### src/hw/rtl/nfsa_pkg.sv
// Shared types and constants of the next-fit slot allocator.
`timescale 1ns / 1ps

package nfsa_pkg;

   localparam int DEF_NUM_SLOTS = 32;
   localparam int SLOT_W        = 5;
   localparam int OWNER_W       = 16;

   typedef enum logic {
      OP_ALLOC = 1'b0,
      OP_FREE  = 1'b1
   } op_type;

   typedef enum logic [1:0] {
      ST_OK           = 2'd0,
      ST_NONE_FREE    = 2'd1,
      ST_ALREADY_FREE = 2'd2
   } status_type;

   typedef struct packed {
      op_type              op;
      logic [SLOT_W-1:0]   slot;
      logic [OWNER_W-1:0]  owner_id;
   } req_type;

   typedef struct packed {
      status_type          status;
      logic [SLOT_W-1:0]   granted_slot;
      logic                any_busy;
   } rsp_type;

endpackage

### src/hw/rtl/nfsa_if.sv
// Valid/ready channel interfaces for requests and results.
`timescale 1ns / 1ps

interface nfsa_req_if;
   import nfsa_pkg::*;

   logic    valid;
   logic    ready;
   req_type payload;

   modport source (output valid, output payload, input ready);
   modport sink (input valid, input payload, output ready);
endinterface

interface nfsa_rsp_if;
   import nfsa_pkg::*;

   logic    valid;
   logic    ready;
   rsp_type payload;

   modport source (output valid, output payload, input ready);
   modport sink (input valid, input payload, output ready);
endinterface

### src/hw/rtl/next_fit_slot_allocator.sv
// Next-fit slot allocator: taken map, rotated free-slot search, owner store.
//
// Requests enter on req_ch (op, slot, owner_id); one result per request
// leaves on rsp_ch (status, granted_slot, any_busy). Both are valid/ready
// channels; a transfer happens on a clock edge with valid and ready high.
// A request is captured in an input register, handled by the rotated
// priority encode over the taken map once the output register is empty or
// being read, and its result then lands in the output register, which
// drives rsp valid. Throughput is one request per cycle while rsp_ch does
// not stall; the combinational search and map update set that figure.
// Allocate starts just after the last granted slot and wraps; when no
// slot is free the status says so and nothing changes.
// When the receiver stalls, the result register holds, the input register
// holds one more request, and req_ch.ready then drops until rsp_ch moves.
// Reset (synchronous, active high) frees every slot, sets the last granted
// slot to zero so the first search begins at slot one, and empties both
// registers. Owner ids are stored per granted slot and have no reset.
`timescale 1ns / 1ps

module next_fit_slot_allocator #(
   parameter int NUM_SLOTS = nfsa_pkg::DEF_NUM_SLOTS
) (
   input  logic       clock,
   input  logic       reset,
   nfsa_req_if.sink   req_ch,
   nfsa_rsp_if.source rsp_ch
);
   import nfsa_pkg::*;

   localparam int IDX_W = (NUM_SLOTS > 1) ? $clog2(NUM_SLOTS) : 1;
   localparam int CMP_W = IDX_W + SLOT_W + 1;

   logic                 in_valid_ff;
   req_type              in_req_ff;
   logic                 out_valid_ff, out_valid_in;
   rsp_type              out_rsp_ff, out_rsp_in;
   logic [NUM_SLOTS-1:0] taken_ff, taken_in;
   logic [IDX_W-1:0]     last_ff, last_in;
   logic [OWNER_W-1:0]   owner_table_ff [NUM_SLOTS];

   logic                 advance;
   logic [IDX_W-1:0]     start_idx;
   logic [NUM_SLOTS-1:0] free_map, upper_free;
   logic [IDX_W-1:0]     upper_idx, any_idx, grant_idx;
   logic                 grant;
   logic [CMP_W-1:0]     slot_ext;
   logic                 slot_ok;
   logic [IDX_W-1:0]     slot_idx;

   assign advance      = in_valid_ff && (!out_valid_ff || rsp_ch.ready);
   assign req_ch.ready = !in_valid_ff || advance;
   assign rsp_ch.valid   = out_valid_ff;
   assign rsp_ch.payload = out_rsp_ff;

   assign start_idx = (last_ff == IDX_W'(NUM_SLOTS - 1)) ? '0 : last_ff + 1'b1;
   assign free_map  = ~taken_ff;

   always_comb begin
      upper_free = '0;
      upper_idx  = '0;
      any_idx    = '0;
      for (int i = 0; i < NUM_SLOTS; i++) begin
         upper_free[i] = free_map[i] && (IDX_W'(i) >= start_idx);
      end
      for (int i = NUM_SLOTS - 1; i >= 0; i--) begin
         if (upper_free[i]) begin
            upper_idx = IDX_W'(i);
         end
         if (free_map[i]) begin
            any_idx = IDX_W'(i);
         end
      end
   end

   assign grant_idx = (|upper_free) ? upper_idx : any_idx;
   assign slot_ext  = CMP_W'(in_req_ff.slot);
   assign slot_ok   = slot_ext < CMP_W'(NUM_SLOTS);
   assign slot_idx  = slot_ext[IDX_W-1:0];
   assign grant     = advance && (in_req_ff.op == OP_ALLOC) && (|free_map);

   always_comb begin
      taken_in     = taken_ff;
      last_in      = last_ff;
      out_valid_in = out_valid_ff && !rsp_ch.ready;
      out_rsp_in   = out_rsp_ff;
      if (advance) begin
         out_valid_in            = 1'b1;
         out_rsp_in.status       = ST_OK;
         out_rsp_in.granted_slot = '0;
         unique case (in_req_ff.op)
            OP_ALLOC: begin
               if (|free_map) begin
                  taken_in[grant_idx]     = 1'b1;
                  last_in                 = grant_idx;
                  out_rsp_in.granted_slot = SLOT_W'(grant_idx);
               end else begin
                  out_rsp_in.status = ST_NONE_FREE;
               end
            end
            OP_FREE: begin
               if (slot_ok && taken_ff[slot_idx]) begin
                  taken_in[slot_idx] = 1'b0;
               end else begin
                  out_rsp_in.status = ST_ALREADY_FREE;
               end
            end
            default: begin
               out_rsp_in.status = ST_OK;
            end
         endcase
         out_rsp_in.any_busy = |taken_in;
      end
   end

   always_ff @(posedge clock) begin
      if (reset) begin
         in_valid_ff  <= 1'b0;
         out_valid_ff <= 1'b0;
         taken_ff     <= '0;
         last_ff      <= '0;
      end else begin
         if (req_ch.ready) begin
            in_valid_ff <= req_ch.valid;
         end
         out_valid_ff <= out_valid_in;
         taken_ff     <= taken_in;
         last_ff      <= last_in;
      end
   end

   always_ff @(posedge clock) begin
      if (req_ch.ready) begin
         in_req_ff <= req_ch.payload;
      end
      out_rsp_ff <= out_rsp_in;
   end

   always_ff @(posedge clock) begin
      if (grant) begin
         owner_table_ff[grant_idx] <= in_req_ff.owner_id;
      end
   end

endmodule

### src/flat_wrapper.sv
// flat-port wrapper written by rule: the top's interface ports become plain ports
module next_fit_slot_allocator_flat import nfsa_pkg::*;
#(
   parameter int NUM_SLOTS = nfsa_pkg::DEF_NUM_SLOTS
)
  (clock, reset, req_ch_valid, req_ch_payload, req_ch_ready, rsp_ch_valid, rsp_ch_payload, rsp_ch_ready);
  nfsa_req_if req_ch_i ();
  nfsa_rsp_if rsp_ch_i ();
  input  logic clock;
  input  logic reset;
  input wire logic [$bits(req_ch_i.valid)-1:0] req_ch_valid;
  input wire logic [$bits(req_ch_i.payload)-1:0] req_ch_payload;
  output wire logic [$bits(req_ch_i.ready)-1:0] req_ch_ready;
  output wire logic [$bits(rsp_ch_i.valid)-1:0] rsp_ch_valid;
  output wire logic [$bits(rsp_ch_i.payload)-1:0] rsp_ch_payload;
  input wire logic [$bits(rsp_ch_i.ready)-1:0] rsp_ch_ready;
  assign req_ch_i.valid = req_ch_valid;
  assign req_ch_i.payload = req_ch_payload;
  assign req_ch_ready = req_ch_i.ready;
  assign rsp_ch_valid = rsp_ch_i.valid;
  assign rsp_ch_payload = rsp_ch_i.payload;
  assign rsp_ch_i.ready = rsp_ch_ready;
  next_fit_slot_allocator #(.NUM_SLOTS(NUM_SLOTS)) u_core (.clock(clock), .reset(reset), .req_ch(req_ch_i), .rsp_ch(rsp_ch_i));
endmodule
### config.mk
export PLATFORM = sky130hd
export DESIGN_NAME = next_fit_slot_allocator_flat
export DESIGN_NICKNAME = d
export VERILOG_FILES = /design/src/hw/rtl/nfsa_pkg.sv /design/src/hw/rtl/nfsa_if.sv /design/src/hw/rtl/next_fit_slot_allocator.sv /design/src/flat_wrapper.sv
export SDC_FILE = /design/constraint.sdc
export NUM_CORES = 1
export LEC_CHECK = 0
export BUFFER_PORTS_ARGS = -buffer_cell sky130_fd_sc_hd__buf_4
export CAP_MARGIN = 20
export CORE_UTILIZATION = 50
export CTS_CLUSTER_DIAMETER = 80
export DETAILED_ROUTE_END_ITERATION = 8
export PLACE_DENSITY_LB_ADDON = 0.3
export SLEW_MARGIN = 15
export SYNTH_ARGS = -nofsm -noshare
export SYNTH_HDL_FRONTEND = slang
export SYNTH_SLANG_ARGS = --single-unit
### constraint.sdc
create_clock -name clock -period 3.9 [get_ports clock]
set_clock_uncertainty 0.05 [all_clocks]
set_input_delay 1.17 -clock clock [delete_from_list [all_inputs] [get_ports clock]]
set_output_delay 1.17 -clock clock [all_outputs]
set_load 0.05 [all_outputs]
Yosys cells after proc, flatten, opt, wreduce, memory -nomap -nowiden
Cells that the tools add are included.

storage, ports and cells
  register bits = 53
  input port bits = 26
  output and inout bits = 10
  logic and storage cells = 181

cells by class
  add/subtract/negate cells = 1
  magnitude comparators = 37
  equal/unequal tests = 1
  multiplexer cells = 80
  bitwise operators = 6
  reduce and logical (&&, ||, !) cells = 47

operator list
  operator                                                                              number
  5-bit 2-to-1 mux                                                                      66
  32-bit 2-to-1 mux                                                                     3
  32-bit OR reduction                                                                   3
  5-bit greater-or-equal comparator (first input constant)                              16
  32-bit NOT                                                                            2
  32-bit one-hot mux with 2 select lines                                                1
  4-bit by 5-bit greater-or-equal comparator with 1-bit output (first input constant)   8
  1-bit logical AND                                                                     37
  32-bit bitwise AND                                                                    1
  32-bit OR                                                                             1
  3-bit by 5-bit greater-or-equal comparator with 1-bit output (first input constant)   4
  5-bit by 6-bit < comparator with 1-bit output (second input constant)                 3
  1-bit demux with 5-bit select                                                         2
  1-bit by 5-bit greater-or-equal comparator with 1-bit output (first input constant)   2
  2-bit by 5-bit greater-or-equal comparator with 1-bit output (first input constant)   2
  5-bit by 1-bit greater-or-equal comparator with 1-bit output (second input constant)  2
  5-bit by 1-bit adder with 5-bit output (second input constant)                        1
  1-bit binary-select mux with 5-bit select                                             1
  5-bit == test (second input constant)                                                 1
  1-bit 2-to-1 mux                                                                      5
  2-bit one-hot mux with 2 select lines                                                 1
  1-bit logical NOT                                                                     3
  3-bit AND reduction                                                                   1
  1-bit logical OR                                                                      2
  3 further kinds                                                                       4

Longest topological paths before layout
  word-level depth = 46
  gate-level depth with buffers = 18

Worst setup path before layout
OpenSTA, ideal clock, no wires.

  kind = reg2reg
  start point = reg u_core.last_ff[1]
  end point = reg u_core.out_rsp_ff (netlist bit u_core.rsp_ch.payload[0]) (data pin)
  data arrival time = 3.663 ns
  path slack = -0.080 ns
  stages on the path, launching flop included = 17
  path buffers = 2
  clock period less this slack = 3.980 ns
  cells stage by stage = dfxtp_1 ha_1 clkbuf_2 and3_1 ha_1 buf_2 nor4_4 a31oi_1 o41a_1 a211o_1 nand4b_4 o21bai_2 nor3_1 and2b_2 o21bai_1 a221oi_2 nand4b_1

between the ends
  longest elaborated chain between the ends = 46
  elaborated cells between the ends (all ways) = 111
  those cells by class = 1 x add/sub; 34 x order compare; 1 x eq/ne; 39 x mux; 1 x bitwise; 35 x reduce/logical

RTL lines
  what                                                                                                                                                 line                            source
  from (decl)                                                                                                                                          next_fit_slot_allocator.sv:38   logic [IDX_W-1:0] last_ff, last_in;
  from (signal assigned)                                                                                                                               next_fit_slot_allocator.sv:127  last_ff <= last_in;
  5-bit by 1-bit adder with 5-bit output or 5-bit == test (tied branches)                                                                              next_fit_slot_allocator.sv:55   assign start_idx = (last_ff == IDX_W'(NUM_SLOTS - 1)) ? '0 : last_ff + 1'b1;
  5-bit 2-to-1 mux *                                                                                                                                   next_fit_slot_allocator.sv:55
  5-bit greater-or-equal comparator                                                                                                                    next_fit_slot_allocator.sv:63   upper_free[i] = free_map[i] && (IDX_W'(i) >= start_idx);
  1-bit logical AND                                                                                                                                    next_fit_slot_allocator.sv:63
  5-bit 2-to-1 mux (32 in series)                                                                                                                      next_fit_slot_allocator.sv:66   if (upper_free[i]) begin
  5-bit 2-to-1 mux *                                                                                                                                   next_fit_slot_allocator.sv:75   assign grant_idx = (|upper_free) ? upper_idx : any_idx;
  5-bit by 6-bit < comparator with 1-bit output (implied by the code) or 5-bit by 1-bit greater-or-equal comparator with 1-bit output (tied branches)  next_fit_slot_allocator.sv:93   taken_in[grant_idx] = 1'b1;
  1-bit logical AND (implied by the code)                                                                                                              next_fit_slot_allocator.sv:93
  1-bit 2-to-1 mux (implied by the code)                                                                                                               next_fit_slot_allocator.sv:93
  1-bit demux with 5-bit select *                                                                                                                      --
  32-bit OR (no line) *                                                                                                                                --
  32-bit 2-to-1 mux *                                                                                                                                  next_fit_slot_allocator.sv:92   if (|free_map) begin
  32-bit one-hot mux with 2 select lines *                                                                                                             next_fit_slot_allocator.sv:90   unique case (in_req_ff.op)
  32-bit 2-to-1 mux *                                                                                                                                  next_fit_slot_allocator.sv:86   if (advance) begin
  32-bit OR reduction *                                                                                                                                next_fit_slot_allocator.sv:111  out_rsp_in.any_busy = |taken_in;
  to (signal assigned)                                                                                                                                 next_fit_slot_allocator.sv:135  out_rsp_ff <= out_rsp_in;
  to (decl)                                                                                                                                            next_fit_slot_allocator.sv:36   rsp_type out_rsp_ff, out_rsp_in;

Every way passes the cells marked *; elsewhere a longest branch is shown, timed or not. The select of a mux whose other input is x is not followed.
A chain may end at the register's enable or synchronous reset.

Worst setup path after layout
  start point = reg u_core.last_ff[0]
  end point = reg u_core.out_rsp_ff (netlist bit u_core.rsp_ch.payload[0]) (data pin)

The elaborated chain is that of the path after synthesis.

==> results.ini <==
[run_status]
outcome = finished, violations left
violations = setup timing

[timing]
fmax_ghz = 0.256
finalHoldViolCount = 0
setup-tns-final_ns = -0.00500
final.period_utilization_pct = 100
finalSetupViolations = 1
rsz0062_at_grt = true
tightest_slew_ns = 0.838
holdWs_ns = 0.476
slew_violations = 0
setup_ws_ns = -0.00500
fin_crit_ns = 3.91
relSlewSlack_pct = 43.6

[cts]
hold_buffers = 0
clockBufferDepth = 2
numCtsBuffers = 5
clk_pin_slew_worst_paths_ns = 0.10
htree_levels = 2
insertion_delay_ns = 0.31
cts_sinks = 53
cts_tree = yes
root_buffer = clkbuf_8

[synth]
synth_cell_types = 84
syn_inst = 578
synth_top_cells_by_area = dfxtp_1 (17%), edfxtp_1 (9.3%), o21ai_0 (8.5%), a21oi_1 (6.3%), nand2_1 (4.0%)
yosysTopAreaCell = dfxtp_1
avgSynthCellArea_um2 = 7.79
synth-edff-count = 14
synth_top_area_share_pct = 17.3
ys_async_sr_fraction_pct = 0
synth_fp_nets = 610
seq_area_frac_synth_pct = 26.7
yosysWarnings = 0
synthFlopType = dfxtp_1
yosys_register_bits = 53
synth_area_um2 = 4500

[placement]
dp_slack_ns = -0.204
place_hpwl_um = 13200
io_buffers = 19
place_congestion = 1.02

[critical_path]
critical_path.max_fanout = 5
endpoint_kind = register
worstPathRequired_ns = 3.91
rrSetupSlack_ns = -0.005
path_cells = ha_4 > and3_4 > ha_4 > nor2b_4 > buf_6 > a31oi_4 > o41a_1 > a211o_1 > buf_4 > nand4b_4 > o21bai_4 > nor3_4 > and2b_2 > o21bai_4 > a221oi_2 > nand4b_1
slowest_delay_ns = 0.43
critPathBufInv = 2
critPathLaunchType = register
critPathSlowestCell = o41a_1
worst-setup-path-type = register to register
crit_arrival_ns = 3.91
cp_top_family = compound AO/OA/AOI/OAI gates

[floorplan]
die_y_um = 96.9
rows = 34
core_um2 = 8720
dieArea_um2 = 9380
chipWidth_um = 96.9
start_util_pct = 51.6
top_level_ports = 36

[power_and_ir_drop]
ir_drop_mv = 0.260
fin_total_pwr_w = 0.00121
p_per_area_nw_per_um2 = 206
leakage_nw = 2.26

[detailed_routing]
routed_via_density = 6.44
drt_iter0_drc = 389
wl_per_cell_um = 21.1
firstDrtPassIters = 5
antenna_left = 0
vias = 5262
wirelength_um = 17300
drcViolationCount = 0

[finish]
fillers = 768
layout.nets = 740
layout_common_cells = buf_4 (154), o21ai_0 (69), a21oi_1 (53), nand2_1 (48), dfxtp_1 (37)
final_common_cell = buf_4
area_growth_pct = 31.3
diodes = 0
layout-drive-gt1-share_pct = 33.4

[global_routing]
antenna_found_initial = 0
grt_pass1_vias = 5084
grt_pass1_wl_um = 26800
grt.overflow.total = 0
grt_max_degree = 40
globalRouteTotalUtil_pct = 36.1

[min_path]
hp-class = register to register

[run]
max-cap-violations = 0

## cells in the mapped netlist, types with 3 or more instances
library cell / number
or3b_1: 3
or4_1: 4
nand2b_1: 8
nor4_1: 5
and3_1: 5
or3_1: 6
mux2_1: 3
nand4b_1: 3
a211o_1: 4
nor2b_1: 14
o21a_1: 4
nand3b_2: 3
o21bai_1: 4
buf_2: 9
inv_1: 16
o221ai_1: 4
a21o_1: 4
a31oi_1: 12
a21boi_0: 4
o32ai_1: 3
o211ai_1: 5
o21ai_0: 76
nand2_1: 48
mux2_2: 12
o22ai_1: 7
o311ai_0: 3
a21oi_1: 57
nor2_1: 37
clkbuf_1: 13
o31ai_1: 4
xnor2_1: 3
a211oi_1: 14
nor3_1: 11
and2_1: 6
buf_6: 9
edfxtp_1: 14
dfxtp_1: 39
nand3_1: 17
ha_1: 6
nand4_1: 20
## final cells by class
| type | count | area (µm²) | share of cell area (%) |
|---|---|---|---|
| Multi-Input combinational cell | 471 | 3190 | 53.9 |
| Clock inverter | 3 | 17.5 | 0.296 |
| Tap cell | 108 | 135 | 2.29 |
| Sequential cell | 53 | 1200 | 20.4 |
| Inverter | 17 | 63.8 | 1.08 |
| Clock buffer | 5 | 68.8 | 1.16 |
| Timing Repair Buffer | 160 | 1230 | 20.9 |
## worst register-to-register path, delay by kind of cell (launching register included)
kind	cells	cell delay (ns)
adder cells (fa/ha/maj)	2	0.47
buffers and inverters	2	0.27
flip-flops	1	0.35
AO/OA/AOI/OAI	6	1.56
AND/OR/NAND/NOR	6	0.96
## per-layer routing
layer	GRT usage (%)	wire (µm)	share of wire [%]	vias up
met1	45.2	6690	39	2495
li1	-	-	-	2449
met5	0	0	0	-
met2	61.2	8310	48	252
met3	2.38	1250	7.2	66
met4	20.9	1030	5.9	0
## where the power goes
group / switching [W] / leakage [nW] / total [W] / internal [W]
combinational: 0.000186 / 1.76 / 0.000320 / 0.000134
clock: 0.000180 / 0.0439 / 0.000305 / 0.000124
sequential: 0.0000117 / 0.455 / 0.000591 / 0.000579
## state kept, by name, indices dropped and copies added (netlist names)
name / cells
u_core.last_ff: 5
u_core.rsp_ch.payload: 8
u_core.slot_idx: 5
u_core.in_valid_ff: 1
u_core.rsp_ch.valid: 1
u_core.taken_ff: 32
u_core.in_req_ff: 1
## cell families after synthesis
kind of cell               Yosys count  share of synthesized area [%]
adders and majority gates            6                           1.67
buffers and inverters               54                           7.01
xor gates and xnor gates             5                          0.973
and+or+nand+nor                    212                           26.6
DFF                                 53                           26.7
AOI/OAI and AO/OA                  231                           32.8
muxes                               17                           4.20
## through the flow
stage	util, %	instances	instance area, µm²
3_3_place_gp	63.8	804	5560
6_report	67.7	817	5910
4_1_cts	65.8	813	5730
5_1_grt	67.7	817	5910
2_1_floorplan	-	578	4500
3_5_place_dp	63.8	804	5560
## final timing paths
path / from / end / cells past startpoint
min reg2reg: u_core.in_valid_ff / u_core.rsp_ch.valid / 2
max: u_core.last_ff[0] / u_core.rsp_ch.payload[0] / 16
min: u_core.in_valid_ff / u_core.rsp_ch.valid / 2
max reg2reg: u_core.last_ff[0] / u_core.rsp_ch.payload[0] / 16
## what timing repair did
item,4_1_cts,5_1_grt
gates cloned,0,0
buffers inserted,2,4
gates resized for setup,15,35
hold endpoints to repair,0,0
pin swaps,11,18
endpoints found under the setup margin,34,34
Note: power is estimated with default switching activity, not from simulation.
